--- config.mk ---
export PLATFORM = sky130hd
export DESIGN_NAME = websocket_frame_deframer_unit_flat
export DESIGN_NICKNAME = d
export VERILOG_FILES = /design/src/sv/wfd_pkg.sv /design/src/sv/wfd_rx_if.sv /design/src/sv/wfd_tx_if.sv /design/src/sv/wfd_in_reg.sv /design/src/sv/wfd_parser.sv /design/src/sv/websocket_frame_deframer_unit.sv /design/src/flat_wrapper.sv
export SDC_FILE = /design/constraint.sdc
export NUM_CORES = 1
export LEC_CHECK = 0
export ABC_AREA = 1
export BUFFER_PORTS_ARGS = -buffer_cell sky130_fd_sc_hd__buf_2
export CAP_MARGIN = 20
export CORE_MARGIN = 5
export CORE_UTILIZATION = 40
export CTS_BUF_LIST = sky130_fd_sc_hd__clkbuf_8
export DETAILED_ROUTE_END_ITERATION = 7
export PLACE_DENSITY_LB_ADDON = 0.12
export REMOVE_ABC_BUFFERS = 1
export SKIP_LAST_GASP = 1
export SYNTH_ARGS = -nofsm -noshare
export SYNTH_HDL_FRONTEND = slang
export SYNTH_SLANG_ARGS = --single-unit
--- constraint.sdc ---
create_clock -name clk -period 3.1 [get_ports clk]
set_input_delay 0.62 -clock clk [delete_from_list [all_inputs] [get_ports clk]]
set_output_delay 0.62 -clock clk [all_outputs]
set_load 0.02 [all_outputs]
--- src/sv/wfd_pkg.sv ---
`timescale 1ns / 1ps
// ----------------------------------------------------------------------------
// wfd_pkg
// Types, codes and a helper function shared by the WebSocket deframer files.
// ----------------------------------------------------------------------------
package wfd_pkg;

    localparam logic [3:0] OP_CONT   = 4'h0;
    localparam logic [3:0] OP_TEXT   = 4'h1;
    localparam logic [3:0] OP_BINARY = 4'h2;
    localparam logic [3:0] OP_CLOSE  = 4'h8;
    localparam logic [3:0] OP_PING   = 4'h9;
    localparam logic [3:0] OP_PONG   = 4'hA;

    localparam logic [2:0] KIND_TEXT    = 3'd0;
    localparam logic [2:0] KIND_BINARY  = 3'd1;
    localparam logic [2:0] KIND_CLOSE   = 3'd2;
    localparam logic [2:0] KIND_PING    = 3'd3;
    localparam logic [2:0] KIND_PONG    = 3'd4;
    localparam logic [2:0] KIND_UNKNOWN = 3'd5;

    localparam logic [1:0] ST_OK         = 2'd0;
    localparam logic [1:0] ST_FRAGMENTED = 2'd1;
    localparam logic [1:0] ST_PEER_CLOSE = 2'd2;
    localparam logic [1:0] ST_DROPPED    = 2'd3;

    localparam logic [1:0] LINK_OPEN    = 2'd0;
    localparam logic [1:0] LINK_CLOSING = 2'd1;
    localparam logic [1:0] LINK_CLOSED  = 2'd2;
    localparam logic [1:0] LINK_ERRORED = 2'd3;

    localparam logic [6:0] LEN_EXT64 = 7'd127;
    localparam logic [6:0] LEN_EXT16 = 7'd126;
    localparam logic [3:0] EXT64_BYTES = 4'd8;
    localparam logic [3:0] EXT16_BYTES = 4'd2;

    typedef struct packed {
        logic [7:0] rx_byte;
        logic       conn_end;
    } rx_item_t;

    typedef struct packed {
        logic [7:0]  out_byte;
        logic        byte_valid;
        logic [2:0]  frame_kind;
        logic        last_of_frame;
        logic [1:0]  status;
        logic [15:0] close_code;
        logic [1:0]  link_state;
    } tx_item_t;

    function automatic logic [2:0] kind_of(input logic [3:0] op);
        logic [2:0] k;
        case (op)
            OP_TEXT:   k = KIND_TEXT;
            OP_BINARY: k = KIND_BINARY;
            OP_CLOSE:  k = KIND_CLOSE;
            OP_PING:   k = KIND_PING;
            OP_PONG:   k = KIND_PONG;
            default:   k = KIND_UNKNOWN;
        endcase
        return k;
    endfunction

endpackage

--- src/sv/wfd_rx_if.sv ---
`timescale 1ns / 1ps
// ----------------------------------------------------------------------------
// wfd_rx_if
// Receive channel: one byte or an end-of-connection event per request.
// ----------------------------------------------------------------------------
interface wfd_rx_if;
    logic       valid;
    logic       ready;
    logic [7:0] rx_byte;
    logic       conn_end;

    modport source (output valid, output rx_byte, output conn_end, input ready);
    modport sink   (input valid, input rx_byte, input conn_end, output ready);
endinterface

--- src/sv/wfd_tx_if.sv ---
`timescale 1ns / 1ps
// ----------------------------------------------------------------------------
// wfd_tx_if
// Result channel: one parse result per request.
// ----------------------------------------------------------------------------
interface wfd_tx_if;
    logic        valid;
    logic        ready;
    logic [7:0]  out_byte;
    logic        byte_valid;
    logic [2:0]  frame_kind;
    logic        last_of_frame;
    logic [1:0]  status;
    logic [15:0] close_code;
    logic [1:0]  link_state;

    modport source (output valid, output out_byte, output byte_valid,
                    output frame_kind, output last_of_frame, output status,
                    output close_code, output link_state, input ready);
    modport sink   (input valid, input out_byte, input byte_valid,
                    input frame_kind, input last_of_frame, input status,
                    input close_code, input link_state, output ready);
endinterface

--- src/sv/wfd_in_reg.sv ---
`timescale 1ns / 1ps
// ----------------------------------------------------------------------------
// wfd_in_reg
// Input register: holds one received request until the parser takes it.
// ----------------------------------------------------------------------------
module wfd_in_reg (
    input  logic             clk,
    input  logic             rst_n,
    wfd_rx_if.sink           rx,
    input  logic             take,
    output logic             item_valid,
    output wfd_pkg::rx_item_t item
);

    logic              valid_reg;
    logic              valid_next;
    wfd_pkg::rx_item_t item_reg;
    logic              load;

    assign rx.ready   = !valid_reg || take;
    assign load       = rx.valid && rx.ready;
    assign valid_next = load ? 1'b1 : (take ? 1'b0 : valid_reg);

    always_ff @(posedge clk or negedge rst_n)
    begin
        if (!rst_n)
        begin
            valid_reg <= 1'b0;
        end
        else
        begin
            valid_reg <= valid_next;
        end
    end

    always_ff @(posedge clk)
    begin
        if (load)
        begin
            item_reg.rx_byte  <= rx.rx_byte;
            item_reg.conn_end <= rx.conn_end;
        end
    end

    assign item_valid = valid_reg;
    assign item       = item_reg;

endmodule

--- src/sv/wfd_parser.sv ---
`timescale 1ns / 1ps
// ----------------------------------------------------------------------------
// wfd_parser
// Frame parse state machine: header, extended length, mask key, unmasking,
// close code capture and link state, with the registered result.
// ----------------------------------------------------------------------------
module wfd_parser (
    input  logic              clk,
    input  logic              rst_n,
    input  logic              item_valid,
    input  wfd_pkg::rx_item_t item,
    output logic              take,
    wfd_tx_if.source          tx
);

    typedef enum logic [2:0] {
        PH_HDR0    = 3'd0,
        PH_HDR1    = 3'd1,
        PH_EXTLEN  = 3'd2,
        PH_KEY     = 3'd3,
        PH_PAYLOAD = 3'd4
    } phase_t;

    phase_t      phase_reg,      phase_next;
    logic [3:0]  opcode_reg,     opcode_next;
    logic        mask_reg,       mask_next;
    logic [3:0]  len_left_reg,   len_left_next;
    logic [63:0] remain_reg,     remain_next;
    logic [31:0] key_reg,        key_next;
    logic [1:0]  key_cnt_reg,    key_cnt_next;
    logic [1:0]  pos_reg,        pos_next;
    logic [1:0]  close_seen_reg, close_seen_next;
    logic [15:0] close_reg,      close_next;
    logic [1:0]  link_reg,       link_next;

    logic              out_valid_reg, out_valid_next;
    wfd_pkg::tx_item_t out_reg,       out_next;

    logic [7:0]  b;
    logic [7:0]  key_byte;
    logic [7:0]  data;
    logic [31:0] key_shift;
    logic [2:0]  kind_cur;
    logic        done;
    logic        after_len;
    logic [7:0]  res_byte;
    logic        res_valid;
    logic [1:0]  res_status;

    assign take = item_valid && (!out_valid_reg || tx.ready);
    assign b    = item.rx_byte;

    assign key_shift = key_reg >> {~pos_reg, 3'b000};
    assign key_byte  = key_shift[7:0];
    assign data      = mask_reg ? (b ^ key_byte) : b;
    assign kind_cur  = wfd_pkg::kind_of(opcode_reg);

    always_comb
    begin
        phase_next      = phase_reg;
        opcode_next     = opcode_reg;
        mask_next       = mask_reg;
        len_left_next   = len_left_reg;
        remain_next     = remain_reg;
        key_next        = key_reg;
        key_cnt_next    = key_cnt_reg;
        pos_next        = pos_reg;
        close_seen_next = close_seen_reg;
        close_next      = close_reg;
        link_next       = link_reg;
        done            = 1'b0;
        after_len       = 1'b0;
        res_byte        = 8'h00;
        res_valid       = 1'b0;
        res_status      = wfd_pkg::ST_OK;

        if (link_reg == wfd_pkg::LINK_OPEN || link_reg == wfd_pkg::LINK_CLOSING)
        begin
            if (item.conn_end)
            begin
                if (phase_reg == PH_HDR1 || phase_reg == PH_EXTLEN ||
                    phase_reg == PH_KEY || phase_reg == PH_PAYLOAD)
                begin
                    link_next  = wfd_pkg::LINK_ERRORED;
                    res_status = wfd_pkg::ST_DROPPED;
                end
                else
                begin
                    link_next  = wfd_pkg::LINK_CLOSED;
                    res_status = wfd_pkg::ST_PEER_CLOSE;
                end
                phase_next = PH_HDR0;
            end
            else
            begin
                unique case (phase_reg)
                    PH_HDR1:
                    begin
                        mask_next       = b[7];
                        key_next        = 32'h0;
                        key_cnt_next    = 2'd0;
                        pos_next        = 2'd0;
                        close_seen_next = 2'd0;
                        if (b[6:0] == wfd_pkg::LEN_EXT64)
                        begin
                            remain_next   = 64'h0;
                            len_left_next = wfd_pkg::EXT64_BYTES;
                            phase_next    = PH_EXTLEN;
                        end
                        else if (b[6:0] == wfd_pkg::LEN_EXT16)
                        begin
                            remain_next   = 64'h0;
                            len_left_next = wfd_pkg::EXT16_BYTES;
                            phase_next    = PH_EXTLEN;
                        end
                        else
                        begin
                            remain_next   = {57'h0, b[6:0]};
                            len_left_next = 4'd0;
                            after_len     = 1'b1;
                        end
                    end
                    PH_EXTLEN:
                    begin
                        remain_next = {remain_reg[55:0], b};
                        if (len_left_reg != 4'd0)
                        begin
                            len_left_next = len_left_reg - 4'd1;
                        end
                        after_len = (len_left_next == 4'd0);
                    end
                    PH_KEY:
                    begin
                        key_next     = {key_reg[23:0], b};
                        key_cnt_next = key_cnt_reg + 2'd1;
                        if (key_cnt_next == 2'd0)
                        begin
                            if (remain_reg == 64'h0)
                            begin
                                done = 1'b1;
                            end
                            else
                            begin
                                phase_next = PH_PAYLOAD;
                            end
                        end
                    end
                    PH_PAYLOAD:
                    begin
                        pos_next = pos_reg + 2'd1;
                        if (kind_cur == wfd_pkg::KIND_CLOSE)
                        begin
                            if (close_seen_reg == 2'd0 && (|remain_reg[63:1]))
                            begin
                                close_next[15:8] = data;
                                close_seen_next  = 2'd1;
                            end
                            else if (close_seen_reg == 2'd1)
                            begin
                                close_next[7:0] = data;
                                close_seen_next = 2'd2;
                            end
                        end
                        if (kind_cur <= wfd_pkg::KIND_PING)
                        begin
                            res_byte  = data;
                            res_valid = 1'b1;
                        end
                        if (remain_reg != 64'h0)
                        begin
                            remain_next = remain_reg - 64'd1;
                        end
                        done = (remain_next == 64'h0);
                    end
                    default:
                    begin
                        opcode_next = b[3:0];
                        if (!b[7] || b[3:0] == wfd_pkg::OP_CONT)
                        begin
                            link_next  = wfd_pkg::LINK_ERRORED;
                            res_status = wfd_pkg::ST_FRAGMENTED;
                            phase_next = PH_HDR0;
                        end
                        else
                        begin
                            phase_next = PH_HDR1;
                        end
                    end
                endcase

                if (after_len)
                begin
                    if (mask_next)
                    begin
                        key_cnt_next = 2'd0;
                        phase_next   = PH_KEY;
                    end
                    else if (remain_next == 64'h0)
                    begin
                        done = 1'b1;
                    end
                    else
                    begin
                        phase_next = PH_PAYLOAD;
                    end
                end

                if (done)
                begin
                    phase_next = PH_HDR0;
                    if (opcode_reg == wfd_pkg::OP_CLOSE && link_reg == wfd_pkg::LINK_OPEN)
                    begin
                        link_next = wfd_pkg::LINK_CLOSING;
                    end
                end
            end
        end

        out_next.out_byte      = res_byte;
        out_next.byte_valid    = res_valid;
        out_next.frame_kind    = wfd_pkg::kind_of(opcode_next);
        out_next.last_of_frame = done;
        out_next.status        = res_status;
        out_next.close_code    = close_next;
        out_next.link_state    = link_next;

        out_valid_next = take ? 1'b1 : (tx.ready ? 1'b0 : out_valid_reg);
    end

    always_ff @(posedge clk or negedge rst_n)
    begin
        if (!rst_n)
        begin
            phase_reg      <= PH_HDR0;
            opcode_reg     <= 4'h0;
            mask_reg       <= 1'b0;
            len_left_reg   <= 4'd0;
            remain_reg     <= 64'h0;
            key_reg        <= 32'h0;
            key_cnt_reg    <= 2'd0;
            pos_reg        <= 2'd0;
            close_seen_reg <= 2'd0;
            close_reg      <= 16'h0;
            link_reg       <= wfd_pkg::LINK_OPEN;
            out_valid_reg  <= 1'b0;
            out_reg        <= '0;
        end
        else
        begin
            out_valid_reg <= out_valid_next;
            if (take)
            begin
                phase_reg      <= phase_next;
                opcode_reg     <= opcode_next;
                mask_reg       <= mask_next;
                len_left_reg   <= len_left_next;
                remain_reg     <= remain_next;
                key_reg        <= key_next;
                key_cnt_reg    <= key_cnt_next;
                pos_reg        <= pos_next;
                close_seen_reg <= close_seen_next;
                close_reg      <= close_next;
                link_reg       <= link_next;
                out_reg        <= out_next;
            end
        end
    end

    assign tx.valid         = out_valid_reg;
    assign tx.out_byte      = out_reg.out_byte;
    assign tx.byte_valid    = out_reg.byte_valid;
    assign tx.frame_kind    = out_reg.frame_kind;
    assign tx.last_of_frame = out_reg.last_of_frame;
    assign tx.status        = out_reg.status;
    assign tx.close_code    = out_reg.close_code;
    assign tx.link_state    = out_reg.link_state;

endmodule

--- src/sv/websocket_frame_deframer_unit.sv ---
`timescale 1ns / 1ps
// ----------------------------------------------------------------------------
// websocket_frame_deframer_unit
// A request accepted on rx is held in the input register, then parsed into
// the result register, which drives tx.
// Throughput: one request per cycle while tx.ready holds; the parse step is
// a single pass of logic between the input register and the result register.
// Reset (rst_n, async low): link open, parser waits for a first header byte,
// close code zero, both registers empty.
// ----------------------------------------------------------------------------
module websocket_frame_deframer_unit (
    input  logic     clk,
    input  logic     rst_n,
    wfd_rx_if.sink   rx,
    wfd_tx_if.source tx
);

    logic              take;
    logic              item_valid;
    wfd_pkg::rx_item_t item;

    wfd_in_reg u_in_reg (
        .clk        (clk),
        .rst_n      (rst_n),
        .rx         (rx),
        .take       (take),
        .item_valid (item_valid),
        .item       (item)
    );

    wfd_parser u_parser (
        .clk        (clk),
        .rst_n      (rst_n),
        .item_valid (item_valid),
        .item       (item),
        .take       (take),
        .tx         (tx)
    );

endmodule
--- src/flat_wrapper.sv ---
// flat-port wrapper written by rule: the top's interface ports become plain ports
module websocket_frame_deframer_unit_flat 
  (clk, rst_n, rx_valid, rx_rx_byte, rx_conn_end, rx_ready, tx_valid, tx_out_byte, tx_byte_valid, tx_frame_kind, tx_last_of_frame, tx_status, tx_close_code, tx_link_state, tx_ready);
  wfd_rx_if rx_i ();
  wfd_tx_if tx_i ();
  input  logic clk;
  input  logic rst_n;
  input wire logic [$bits(rx_i.valid)-1:0] rx_valid;
  input wire logic [$bits(rx_i.rx_byte)-1:0] rx_rx_byte;
  input wire logic [$bits(rx_i.conn_end)-1:0] rx_conn_end;
  output wire logic [$bits(rx_i.ready)-1:0] rx_ready;
  output wire logic [$bits(tx_i.valid)-1:0] tx_valid;
  output wire logic [$bits(tx_i.out_byte)-1:0] tx_out_byte;
  output wire logic [$bits(tx_i.byte_valid)-1:0] tx_byte_valid;
  output wire logic [$bits(tx_i.frame_kind)-1:0] tx_frame_kind;
  output wire logic [$bits(tx_i.last_of_frame)-1:0] tx_last_of_frame;
  output wire logic [$bits(tx_i.status)-1:0] tx_status;
  output wire logic [$bits(tx_i.close_code)-1:0] tx_close_code;
  output wire logic [$bits(tx_i.link_state)-1:0] tx_link_state;
  input wire logic [$bits(tx_i.ready)-1:0] tx_ready;
  assign rx_i.valid = rx_valid;
  assign rx_i.rx_byte = rx_rx_byte;
  assign rx_i.conn_end = rx_conn_end;
  assign rx_ready = rx_i.ready;
  assign tx_valid = tx_i.valid;
  assign tx_out_byte = tx_i.out_byte;
  assign tx_byte_valid = tx_i.byte_valid;
  assign tx_frame_kind = tx_i.frame_kind;
  assign tx_last_of_frame = tx_i.last_of_frame;
  assign tx_status = tx_i.status;
  assign tx_close_code = tx_i.close_code;
  assign tx_link_state = tx_i.link_state;
  assign tx_i.ready = tx_ready;
  websocket_frame_deframer_unit u_core (.clk(clk), .rst_n(rst_n), .rx(rx_i), .tx(tx_i));
endmodule
; ---- Yosys cells after proc, flatten, opt, wreduce, memory -nomap -nowiden
; Index checks and enable logic that the tools add are counted.
[op_classes]
addsub = 4
multipliers = 0
div_mod_pow = 0
n_lt_le_gt_ge = 1
n_eq_ne = 21
n_shift = 1
n_mux = 90
bitwise = 4
reduce_logical = 40
[op_table]
columns = op, n
row1 = two-way mux 64 bit, 6
row2 = logical NOT 64 bit, 3
row3 = one-hot mux 64 bit (3 select lines), 1
row4 = two-way mux 16 bit, 4
row5 = two-way mux 8 bit, 8
row6 = one-hot mux 32 bit (2 select lines), 1
row7 = nonzero test 64 bit, 1
row8 = "subtractor 64 x 1 -> 64 bit, second input constant", 1
row9 = OR reduction 63 bit, 1
row10 = two-way mux 4 bit, 8
row11 = >> shifter 32 x 5 -> 8 bit, 1
row12 = one-hot mux 3 bit (5 select lines), 2
row13 = two-way mux 1 bit, 28
row14 = two-way mux 2 bit, 14
row15 = two-way mux 3 bit, 9
row16 = "equality test 4 bit, second input constant", 6
row17 = "equality test 7 bit, second input constant", 2
row18 = two-way mux 7 bit, 2
row19 = one-hot mux 2 bit (2 select lines), 3
row20 = AND reduction 4 bit, 3
row21 = AND reduction 6 bit, 2
row22 = nonzero test 2 bit, 5
row23 = "equality test 3 x 2 -> 1 bit, second input constant", 3
row24 = one-hot mux 3 bit (3 select lines), 1
row25 = 26 further kinds, 46
[totals]
regBits = 158
latch_bits = 0
ramBits = 0
mem_bits_ro = 0
input_bits = 13
output_inout_bits = 35
word_cells = 182
mem_count = 0

; ---- Longest topological paths before layout
; Gate-level depths: netlist (run 1).
[logic_depth]
ltp_word = 17
depth_mapped = 22
depth_no_buf = 22

; ---- Cells and area by module
; From an unflattened synthesis (run 1), not the netlist that was laid out.
[unflattened]
cells_unflattened = 1710
area_unflattened_um2 = 10986.8
[modules_own_cells]
columns = mod, instances, cells_each, area_each_um2, seq_area_each_um2
row1 = wfd_parser, 1, 1695, 10671.5, 3703.6
row2 = wfd_in_reg, 1, 15, 315.3, 295.3

; ---- Worst setup path after synthesis (run 1)
; No wires, ideal clock.
[synth_path]
path_kind = register to register
start = register u_core.u_parser.remain_reg[0]
end = register u_core.u_parser.phase_reg[0]
setup_ns = 0.116
arrival_ns = 2.299
t_required_ns = 2.984
slack_ns = 0.684
path_stages_with_launch = 22
n_path_buf = 0
synth_period_minus_slack_ns = 2.416
cell_sequence = dfrtp_1 -> clkinv_1 -> ha_1 -> nand2_1 -> nor2_2 -> inv_1 -> nor2_1 -> nand2_1 -> nand2_1 -> nand2_1 -> nand3_1 -> nand2_1 -> nor2_1 -> nand2_1 -> nor2_1 -> nand2_1 -> nor2_2 -> nand3_1 -> nand2_1 -> nor2_1 -> nand2_1 -> nand2_1
[synth_between]
elab_chain_cells = 16
elab_cells_between_ends = 28
cone_classes = 1 x add/sub / 23 x mux / 4 x reduce/logical
[synth_rtl]
columns = item, line
row1 = from (decl), wfd_parser.sv:28  ; logic [63:0] remain_reg, remain_next;
row2 = from (signal assigned), wfd_parser.sv:257  ; remain_reg <= remain_next;
row3 = subtractor 64 x 1 -> 64 bit / nonzero test 64 bit (equally long branches), "wfd_parser.sv:171, wfd_parser.sv:169"
row4 = two-way mux 64 bit, wfd_parser.sv:169  ; if (remain_reg != 64'h0)
row5 = two-way mux 64 bit, wfd_parser.sv:96  ; unique case (phase_reg)
row6 = two-way mux 64 bit, wfd_parser.sv:79  ; if (item.conn_end)
row7 = two-way mux 64 bit, wfd_parser.sv:77  ; if (link_reg == wfd_pkg::LINK_OPEN || link_reg == wfd_pkg::LINK_CLOSING)
row8 = one-hot mux 64 bit (3 select lines), wfd_parser.sv:96
row9 = two-way mux 64 bit, wfd_parser.sv:79
row10 = two-way mux 64 bit, wfd_parser.sv:77
row11 = logical NOT 64 bit, wfd_parser.sv:198  ; else if (remain_next == 64'h0)
row12 = two-way mux 1 bit, wfd_parser.sv:198
row13 = two-way mux 1 bit, wfd_parser.sv:193  ; if (mask_next)
row14 = two-way mux 1 bit, wfd_parser.sv:191  ; if (after_len)
row15 = two-way mux 1 bit, wfd_parser.sv:79
row16 = two-way mux 1 bit, wfd_parser.sv:77
row17 = two-way mux 3 bit *, wfd_parser.sv:208  ; if (done)
row18 = two-way mux 3 bit *, wfd_parser.sv:79
row19 = to (signal assigned), wfd_parser.sv:253  ; phase_reg <= phase_next;
row20 = to (decl), wfd_parser.sv:24  ; phase_t phase_reg, phase_next;
; Every way passes the cells marked *; elsewhere a longest branch is shown, timed or not. The select of a mux whose other input is x is not followed.
; A chain may end at the register's enable or synchronous reset.

; ---- Worst setup path in the final report (run 1)
[layout_path]
start = register u_core.u_parser.remain_reg[43]
end = register u_core.u_parser.phase_reg[0]
; Same word-level chain as after synthesis.

==> results of run 1 <==
## placed cells by master (no fill, tap or decap), types with 6 or more instances in the layout
cell      instances
nor2_1          184
inv_2             8
nand4_1           6
o21ai_0         143
xor2_1           35
nand3_1          99
dfrtp_1         137
clkbuf_8         17
buf_2            46
o21ai_1          11
nand2_1         528
nor2_2           45
a21oi_1          40
a22oi_1          57
nand2_2          15
o22ai_1          22
nor2_4           21
nand3_2          12
inv_1           139
dfrtp_2          12
buf_4           138
buf_12            7
edfxtp_1          9
nor3_1            6
## cell type report
cell class,count,area (µm²),share of cell area
multi-input combinational,1253,6080,0.472
sequential,158,4010,0.311
timing repair buffer,192,1420,0.110
inverter,151,569,0.0442
tap,335,419,0.0325
clock buffer,17,234,0.0182
clock inverter,15,158,0.0122
## kinds of logic (layout without fill, tap and decap cells)
kind of cell	Yosys count	after routing	share of synthesized area
compound gates	284	284	0.152
fa+ha+maj	4	4	0.00469
buf+inv	211	375	0.0785
mux	2	2	0.00211
xor+xnor	36	36	0.0295
simple gates	927	927	0.358
flops	158	158	0.375
## worst max-delay path: cells and delay by family, from the launching register on
kind | cells | cell delay [ns]
and+or+nand+nor | 18 | 2.20
DFF | 1 | 0.39
buffers and inverters | 2 | 0.32
## worst max-delay path by stage
stage,cells past startpoint,to,start,slack [ns]
after floorplan,7,u_core.u_parser.key_reg[4],tx_ready,-5.01
after global placement,21,u_core.u_parser.phase_reg[1],u_core.u_parser.remain_reg[0],-0.43
after detailed placement,21,u_core.u_parser.phase_reg[0],u_core.u_parser.remain_reg[0],-0.42
after CTS,22,u_core.u_parser.phase_reg[0],u_core.u_parser.remain_reg[15],0.02
after global routing,21,u_core.u_parser.phase_reg[0],u_core.u_parser.remain_reg[26],-0.03
final,20,u_core.u_parser.phase_reg[0],u_core.u_parser.remain_reg[43],0.08
## metrics by stage
step / area, µm² / hold WS, ns / total power [mW] / util
global route: 12900 / 0.182 / 12.9 / 0.492
CTS: 12600 / 0.182 / 11.7 / 0.483
detailed placement: 12200 / 0.471 / 9.96 / 0.465
global placement: 12200 / 0.464 / 9.97 / 0.465
floorplan: 10400 / 0.324 / 7.12 / -
finish: 12900 / 0.0837 / 12.0 / 0.492
## repair_timing
action / 4_1_cts / 5_1_grt
setup endpoints to repair: 5 / 5
cloned: 0 / 0
setup buffers: 0 / 9
resized for setup: 21 / 68
pin swaps: 0 / 9
## layer usage
layer | vias up | track usage | part of all wire
met1 | 5360 | 0.352 | 0.43
met2 | 418 | 0.446 | 0.47
met4 | 0 | 0.105 | 0.040
met3 | 76 | 0.0314 | 0.055
met5 | - | 0 | 0
li1 | 5558 | - | -
## power by group through the flow
stage | logic [mW] | registers [mW] | clock network (mW)
after floorplan | 3.89 | 3.23 | 0
after global placement | 6.81 | 3.16 | 0
after detailed placement | 6.80 | 3.16 | 0
after CTS | 6.88 | 3.14 | 1.70
after global routing | 7.89 | 3.26 | 1.78
final | 7.19 | 3.19 | 1.66
==> impl_metrics.json, run 1 <==
{
  "cts_buffer_depth": 2,
  "slew-limit-headroom": 0.488,
  "synth_warnings": 0,
  "leakage_nw": 6.42,
  "grt_max_degree": 97,
  "hold_violations": 0,
  "grt_pass1_wl_um": 63100,
  "powerDensity_nw_per_um2": 934,
  "dieArea_um2": 30100,
  "root_buffer": "clkbuf_8",
  "worst_ep_arrival_time_ns": 3.38,
  "synth_common_cells": "nand2_1 (540), nor2_1 (225), dfrtp_1 (149), o21ai_0 (144), inv_1 (140)",
  "startpoint_type": "register",
  "wirelength_um": 40600,
  "die_width_um": 173,
  "ys_seq_area_frac": 0.375,
  "drive_above_1_share": 0.191,
  "wire_per_inst_um": 19.1,
  "dp_slack_ns": -0.423,
  "internal-power_mw": 5.84,
  "cp_slowest_cell": "dfrtp_1",
  "cts_sinks": 158,
  "post-route-worst-setup-slack_ns": 0.0829,
  "clkPwrFrac": 0.138,
  "ys_ff_latch": 158,
  "top_level_ports": 48,
  "area_growth_pct": 20.7,
  "io_buffers": 47,
  "core_area_um2": 26200,
  "synth_ff_type": "dfrtp_1",
  "cpPeakStageDelay_ns": 0.39,
  "rows": 59,
  "synth_top_area_frac": 0.349,
  "criticalPathCategory": "register to register",
  "first_pass_iters": 7,
  "htree_levels": 4,
  "dp_cells": 2080,
  "skew_ns": 0.0211,
  "track_usage": 0.266,
  "ir_worst_vdd_mv": 0.539,
  "fillers": 2692,
  "drc": 0,
  "timing.final.crit_share": 0.973,
  "final-max-slew-violation-count": 0,
  "switchingPower_mw": 6.20,
  "drtIter0Drc": 1281,
  "die_h_um": 173,
  "yosys.area.top_type": "dfrtp_1",
  "final_net_count": 1790,
  "antenna_found_initial": 0,
  "synth_area_leaders": "dfrtp_1 (35%), nand2_1 (19%), nor2_1 (7.9%), o21ai_0 (6.8%), inv_1 (4.9%)",
  "path_max_fanout": 18,
  "finalSetupViolations": 0,
  "hp-class": "input port to async pin",
  "r2r_cells": 20,
  "ant_nets": 0,
  "numCtsBuffers": 17,
  "tightest_slew_ns": 0.769,
  "p_seq_frac": 0.265,
  "async_reset_ff_frac": 0.943,
  "vias": 11412,
  "clk_pin_slew_ns": 0.10,
  "rrSetupSlack_ns": 0.08,
  "yosysMostFrequentCell": "nand2_1",
  "critical_path_required_ns": 3.47,
  "setup_tns_ns": 0,
  "largest_reg_flops": 64,
  "path_cells": "nor2_1 -> nand2_1 -> nor2_2 -> nand2_1 -> nor2_2 -> nand2_4 -> buf_12 -> buf_4 -> nand3_2 -> nand2_1 -> nor2_1 -> nand2_1 -> nor2_1 -> nand2_1 -> nor2_4 -> nand3_1 -> nand2_1 -> nor2_1 -> nand2_1 -> nand2_1",
  "period_needed_ns": 3.02,
  "switching_share": 0.515,
  "status": "completed",
  "grt_pass1_vias": 10987,
  "critPathCaptureType": "register",
  "rr_startpoint": "u_core.u_parser.remain_reg[43]",
  "r2r_end": "u_core.u_parser.phase_reg[0]",
  "pwr-share-comb": 0.597,
  "vias_per_cell": 5.38,
  "dp_hpwl_um": 30400,
  "antenna_cells": 0,
  "syn_inst": 1622,
  "crit_path_frequent_cell": "nand2_1",
  "syn_avg_cell_area_um2": 6.58,
  "synth_edf_count": 9,
  "clk_latency_ns": 0.48,
  "place.gp.congestion": 0.973,
  "gr-total-overflow": 0,
  "fmax_mhz": 331,
  "start_util": 0.407,
  "stdcell_count": 2121,
  "netlist-cell-type-count": 41,
  "postCtsHoldBufs": 0,
  "drv_cap": 0,
  "syn_area_um2": 10700,
  "cts_tree": "yes"
}
Note: power is estimated with default switching activity, not from simulation.
==> run 2: changes to the inputs <==
--- a/config.mk
+++ b/config.mk
@@ -13,7 +13,9 @@
 export CTS_BUF_LIST = sky130_fd_sc_hd__clkbuf_8
 export DETAILED_ROUTE_END_ITERATION = 7
 export PLACE_DENSITY_LB_ADDON = 0.12
+export RECOVER_POWER = 100
 export REMOVE_ABC_BUFFERS = 1
+export SKIP_CTS_REPAIR_TIMING = 1
 export SKIP_LAST_GASP = 1
 export SYNTH_ARGS = -nofsm -noshare
 export SYNTH_HDL_FRONTEND = slang
==> run 2 against run 1 <==
  * Flip-flop and latch count did not move
  * Sequential power about the same
  * Power grew 0.16%
  * Highest routed layer unchanged
  * Count of clock-buffer cells in the layout unchanged
  * Largest cell class unchanged
  * Utilization shrank 0.21 points
  * Critical path depth is 2 higher
  * Sequential share of layout area rose by 0.12 points
==> impl_metrics.json, run 2 (synthesized netlist as in run 1, its figures left out) <==
{
  "slew-limit-headroom": 0.00768,
  "dp_hpwl_um": 30400,
  "leakage_nw": 6.28,
  "area_growth_pct": 20.2,
  "ir_worst_vdd_mv": 0.545,
  "grt_pass1_vias": 10975,
  "crit_path_frequent_cell": "nand2_1",
  "grt_pass1_wl_um": 63000,
  "criticalPathCategory": "register to register",
  "wire_per_inst_um": 19.1,
  "r2r_end": "u_core.u_parser.phase_reg[0]",
  "vias": 11348,
  "die_h_um": 173,
  "clk_latency_ns": 0.49,
  "root_buffer": "clkbuf_8",
  "grt_max_degree": 97,
  "htree_levels": 4,
  "cts_buffer_depth": 2,
  "first_pass_iters": 6,
  "startpoint_type": "register",
  "track_usage": 0.265,
  "cpPeakStageDelay_ns": 0.45,
  "fmax_mhz": 330,
  "period_needed_ns": 3.03,
  "finalSetupViolations": 0,
  "worst_ep_arrival_time_ns": 3.39,
  "drive_above_1_share": 0.172,
  "critPathCaptureType": "register",
  "critical_path_required_ns": 3.47,
  "post-route-worst-setup-slack_ns": 0.0719,
  "start_util": 0.407,
  "mostFrequentLayoutCell": "nand2_1",
  "place.gp.congestion": 0.973,
  "ant_nets": 0,
  "r2r_cells": 22,
  "stdcell_count": 2124,
  "dp_cells": 2080,
  "antenna_cells": 0,
  "wirelength_um": 40500,
  "rr_startpoint": "u_core.u_parser.remain_reg[0]",
  "hp-class": "input port to async pin",
  "hold_violations": 0,
  "path_cells": "clkinvlp_4 -> ha_4 -> inv_1 -> nor2_4 -> buf_4 -> nand2_1 -> nor2_2 -> nand2_1 -> nand2_1 -> nand2_1 -> nand3_2 -> nand2_1 -> nor2_1 -> nand2_1 -> nor2_1 -> nand2_1 -> nor2_4 -> nand3_1 -> nand2_1 -> nor2_1 -> nand2_1 -> nand2_1",
  "drtIter0Drc": 1137,
  "drc": 0,
  "final_net_count": 1793,
  "cp_slowest_cell": "dfrtp_2",
  "skew_ns": 0.0253,
  "gr-total-overflow": 0,
  "status": "completed",
  "antenna_found_initial": 0,
  "dp_slack_ns": -0.423,
  "dieArea_um2": 30100,
  "io_buffers": 47,
  "rrSetupSlack_ns": 0.07,
  "final_cell_mix": "nand2_1 (529), nor2_1 (183), o21ai_0 (143)",
  "dpl_cell_area_um2": 12200,
  "hold_ws_ns": 0.205,
  "vias_per_cell": 5.34,
  "core_area_um2": 26200,
  "top_level_ports": 48,
  "final-max-slew-violation-count": 0,
  "die_width_um": 173,
  "p_total_mw": 12.1,
  "rows": 59,
  "powerDensity_nw_per_um2": 939,
  "drv_cap": 0,
  "path_max_fanout": 7,
  "largest_reg_flops": 64,
  "cts_tree": "yes",
  "fin_area_um2": 12800,
  "numCtsBuffers": 17,
  "timing.final.crit_share": 0.977,
  "clk_pin_slew_ns": 0.12,
  "tightest_slew_ns": 1.49,
  "cts_sinks": 158
}
[run 2: changes by cell type in the layout (fill, tap and decap cells not counted), sizes merged]
cell / delta
clkinvlp: +1
buf: -39
inv: -1
clkbuf: +42
[run 2: power breakdown]
group          switching (mW)  internal (mW)  leakage (nW)
Clock                   0.996          0.666         0.190
Combinational            4.68           2.53          4.16
Sequential              0.534           2.66          1.93
[run 2: worst max-delay path by stage]
stage / start / endpoint / slack, ns / cells past startpoint
global placement: u_core.u_parser.remain_reg[0] / u_core.u_parser.phase_reg[1] / -0.43 / 21
detailed placement: u_core.u_parser.remain_reg[0] / u_core.u_parser.phase_reg[0] / -0.42 / 21
finish: u_core.u_parser.remain_reg[0] / u_core.u_parser.phase_reg[0] / 0.07 / 22
global route: u_core.u_parser.remain_reg[26] / u_core.u_parser.phase_reg[0] / -0.05 / 22
CTS: u_core.u_parser.remain_reg[0] / u_core.u_parser.phase_reg[0] / -0.47 / 21
floorplan: tx_ready / u_core.u_parser.key_reg[4] / -5.01 / 7
[run 2: worst max-delay path: cells and delay by family (launching register included)]
family	cells	cell delay, ns
adder cells (fa/ha/maj)	1	0.20
buffers and inverters	3	0.40
flip-flops	1	0.45
AND/OR/NAND/NOR	18	1.84
[run 2: area by class of cell]
class                           instances  area, µm²
Fill cell                            2713      13400
Multi-Input combinational cell       1253       6070
Sequential cell                       158       4010
Timing Repair Buffer                  195       1370
Inverter                              151        571
Tap cell                              335        419
Clock buffer                           17        234
Clock inverter                         15        158
[run 2: per-layer routing]
metal,part of all wire,vias up,track usage
li1,-,5560,-
met1,0.44,5306,0.351
met2,0.47,401,0.445
met3,0.050,81,0.0327
met4,0.043,0,0.104
met5,0,-,0
[run 2: per-stage QoR]
stage | util | TNS, ns
6_report | 0.490 | 0
5_1_grt | 0.490 | -0.171
4_1_cts | 0.480 | -2.19
3_5_place_dp | 0.465 | -2.01
3_3_place_gp | 0.465 | -2.06
2_1_floorplan | - | -415.36
==> run 3: changes to the inputs <==
--- a/config.mk
+++ b/config.mk
@@ -5,7 +5,7 @@
 export SDC_FILE = /design/constraint.sdc
 export NUM_CORES = 1
 export LEC_CHECK = 0
-export ABC_AREA = 1
+export ABC_AREA = 0
 export BUFFER_PORTS_ARGS = -buffer_cell sky130_fd_sc_hd__buf_2
 export CAP_MARGIN = 20
 export CORE_MARGIN = 5
==> run 3 against run 2 <==
  * The flow now finishes with violations (max-capacitance violations, max-slew violations, negative setup slack)
  * Clock power up 9%
  * Worst hold slack better by 0.095 ns
  * Clock skew fell by 0.0041 ns
  * Sequential share of layout area is 6.1 points lower
  * Combinational power shrank 58%
  * Sequential power down 28%
  * Flip-flop and latch count did not move
  * Die area rose by 5.8%
  * Synthesized area rose by 6.1%
  * Maximum frequency is 24% lower
  * Non-clock buffer count rose by 307
  * Wire length increased by 46%
  * Highest routed layer unchanged
==> impl_metrics.json, run 3 <==
{
  "status": "finished, violations left",
  "violations": "max-capacitance violations, max-slew violations, negative setup slack",
  "die_width_um": 178,
  "cts_buffer_depth": 2,
  "synth_common_cells": "nand2_1 (226), dfrtp_1 (149), nor2_1 (118), o21ai_0 (112), clkbuf_1 (105)",
  "antenna_found_initial": 0,
  "wire_per_inst_um": 26.7,
  "hp-class": "input port to register",
  "syn_inst": 1436,
  "startpoint_type": "register",
  "largest_reg_flops": 64,
  "synth_top_area_frac": 0.329,
  "track_usage": 0.366,
  "first_pass_iters": 6,
  "rsz0062_at_grt": "true",
  "finalSetupViolations": 85,
  "wirelength_um": 59000,
  "worst_ep_arrival_time_ns": 4.40,
  "final_cell_mix": "buf_4 (410), nand2_1 (225), dfrtp_1 (148)",
  "syn_avg_cell_area_um2": 7.89,
  "place.gp.congestion": 1.10,
  "grt_pass1_vias": 13129,
  "clk_latency_ns": 0.49,
  "critPathTopFamily": "simple AND/OR/NAND/NOR gates",
  "top_level_ports": 48,
  "ir_worst_vdd_mv": 0.310,
  "mostFrequentLayoutCell": "buf_4",
  "drv_cap": 1,
  "drc": 0,
  "crit_path_frequent_cell": "buf_4",
  "hold_violations": 0,
  "async_reset_ff_frac": 0.943,
  "ant_nets": 0,
  "synth_area_leaders": "dfrtp_1 (33%), nand2_1 (7.5%), o21ai_0 (4.9%), nor2_1 (3.9%), clkbuf_1 (3.5%)",
  "fillers": 2683,
  "setup_tns_ns": -14.26,
  "timing.final.crit_share": 1.29,
  "final-max-slew-violation-count": 62,
  "leakage_nw": 7.03,
  "dp_hpwl_um": 44800,
  "syn_area_um2": 11300,
  "grt_pass1_wl_um": 86400,
  "path_cells": "inv_1 -> ha_2 -> nor3b_1 -> nand4_2 -> buf_4 -> buf_4 -> o21ai_0 -> nand4_1 -> a211oi_1 -> o2111ai_1 -> or4_4 -> nor4b_4 -> buf_4 -> nor3_1 -> a32o_1",
  "dieArea_um2": 31800,
  "path_buf_inv": 4,
  "wl_met1_um": 25000,
  "dr_wl_met3_um": 6230,
  "htree_levels": 4,
  "start_util": 0.407,
  "netlist-cell-type-count": 88,
  "rrSetupSlack_ns": -0.90,
  "area_growth_pct": 40.4,
  "synth_edf_count": 9,
  "numCtsBuffers": 17,
  "ys_ff_latch": 158,
  "cp_slowest_cell": "or4_4",
  "io_buffers": 47,
  "synth_ff_type": "dfrtp_1",
  "post-route-worst-setup-slack_ns": -0.905,
  "cts_tree": "yes",
  "fmax_mhz": 250,
  "topRoutingLayerUsed": "met4",
  "vias": 14078,
  "gr-total-overflow": 0,
  "root_buffer": "clkbuf_8",
  "drive_above_1_share": 0.334,
  "clk_pin_slew_ns": 0.11,
  "grt_max_degree": 62,
  "antenna_cells": 0,
  "yosysMostFrequentCell": "nand2_1",
  "ys_seq_area_frac": 0.353,
  "slew-limit-headroom": -0.0536,
  "drtIter0Drc": 1949,
  "period_needed_ns": 4.00,
  "vias_per_cell": 6.36,
  "critical_path_required_ns": 3.49,
  "yosys.area.top_type": "dfrtp_1",
  "cts_sinks": 158,
  "core_area_um2": 27900,
  "die_h_um": 178,
  "final_net_count": 1841,
  "critPathCaptureType": "register",
  "path_max_fanout": 6,
  "cpPeakStageDelay_ns": 0.59,
  "criticalPathCategory": "register to register",
  "tightest_slew_ns": 1.58,
  "powerDensity_nw_per_um2": 448,
  "rows": 61,
  "met2_length_um": 24500,
  "hold_ws_ns": 0.300,
  "skew_ns": 0.0212,
  "synth_warnings": 0
}
## run 3: cell count changes after synthesis, moves of 29 or more
cell,previous run,this run
nand3_1,100,58
nor3_1,6,52
o21ai_0,144,112
a22oi_1,57,13
nor2_1,225,118
nand2_1,540,226
inv_1,140,26
nor4_1,3,51
clkbuf_1,41,105
a21oi_1,40,69
## run 3: layout make-up
type,instances,area [µm²],share of cell area
inverter,27,101,0.00637
clock buffer,17,234,0.0147
multi-input combinational,1118,7230,0.455
clock inverter,15,205,0.0129
sequential,158,4000,0.251
timing repair buffer,502,3660,0.230
tap,378,473,0.0297
## run 3: worst reg2reg max path, delay by kind of cell, from the launching register on
kind | cells | cell delay, ns
AOI/OAI and AO/OA | 4 | 1.10
DFF | 1 | 0.39
and+or+nand+nor | 6 | 1.60
adders and majority gates | 1 | 0.22
buffers and inverters | 4 | 0.60
## run 3: stage by stage
stage,total power [mW],util,cell area (µm²),instances,worst slack [ns]
finish,7.12,0.571,15900,2215,-0.905
global route,7.37,0.571,15900,2215,-0.968
CTS,6.91,0.550,15300,2195,-1.40
detailed placement,5.09,0.534,14900,2163,-1.38
global placement,5.09,0.534,14900,2163,-1.38
floorplan,3.48,-,10800,1303,-3.25
## run 3: final timing paths
kind / start / end / depth (start not counted)
min: rx_rx_byte[3] / u_core.u_in_reg.item[4] / 1
max in group asynchronous: rst_n / u_core.u_parser.phase_reg[1] / 2
max: u_core.u_parser.remain_reg[0] / u_core.u_parser.phase_reg[2] / 15
min reg2reg: u_core.u_parser.key_reg[28] / u_core.u_parser.key_reg[28] / 2
min in group asynchronous: rst_n / u_core.u_parser.remain_reg[20] / 1
max reg2reg: u_core.u_parser.remain_reg[0] / u_core.u_parser.phase_reg[2] / 15
## run 3: routing by layer
layer,up-vias,global-route usage
met5,-,0
met4,0,0.146
met3,230,0.0765
met2,947,0.531
met1,6776,0.533
li1,6125,-
## run 3: power breakdown
| part | internal, mW | switching, mW |
|---|---|---|
| Combinational | 1.24 | 1.77 |
| Sequential | 2.19 | 0.103 |
| Clock | 0.827 | 0.986 |
## run 3: cells by family (layout without fill, tap and decap cells)
kind of cell,after synthesis,in the layout,synth area share
and+or+nand+nor,657,657,0.292
AOI/OAI and AO/OA,399,399,0.236
buffers and inverters,160,561,0.0577
DFF,158,158,0.353
xor gates and xnor gates,30,30,0.0232
muxes,28,28,0.0343
adders and majority gates,4,4,0.00442
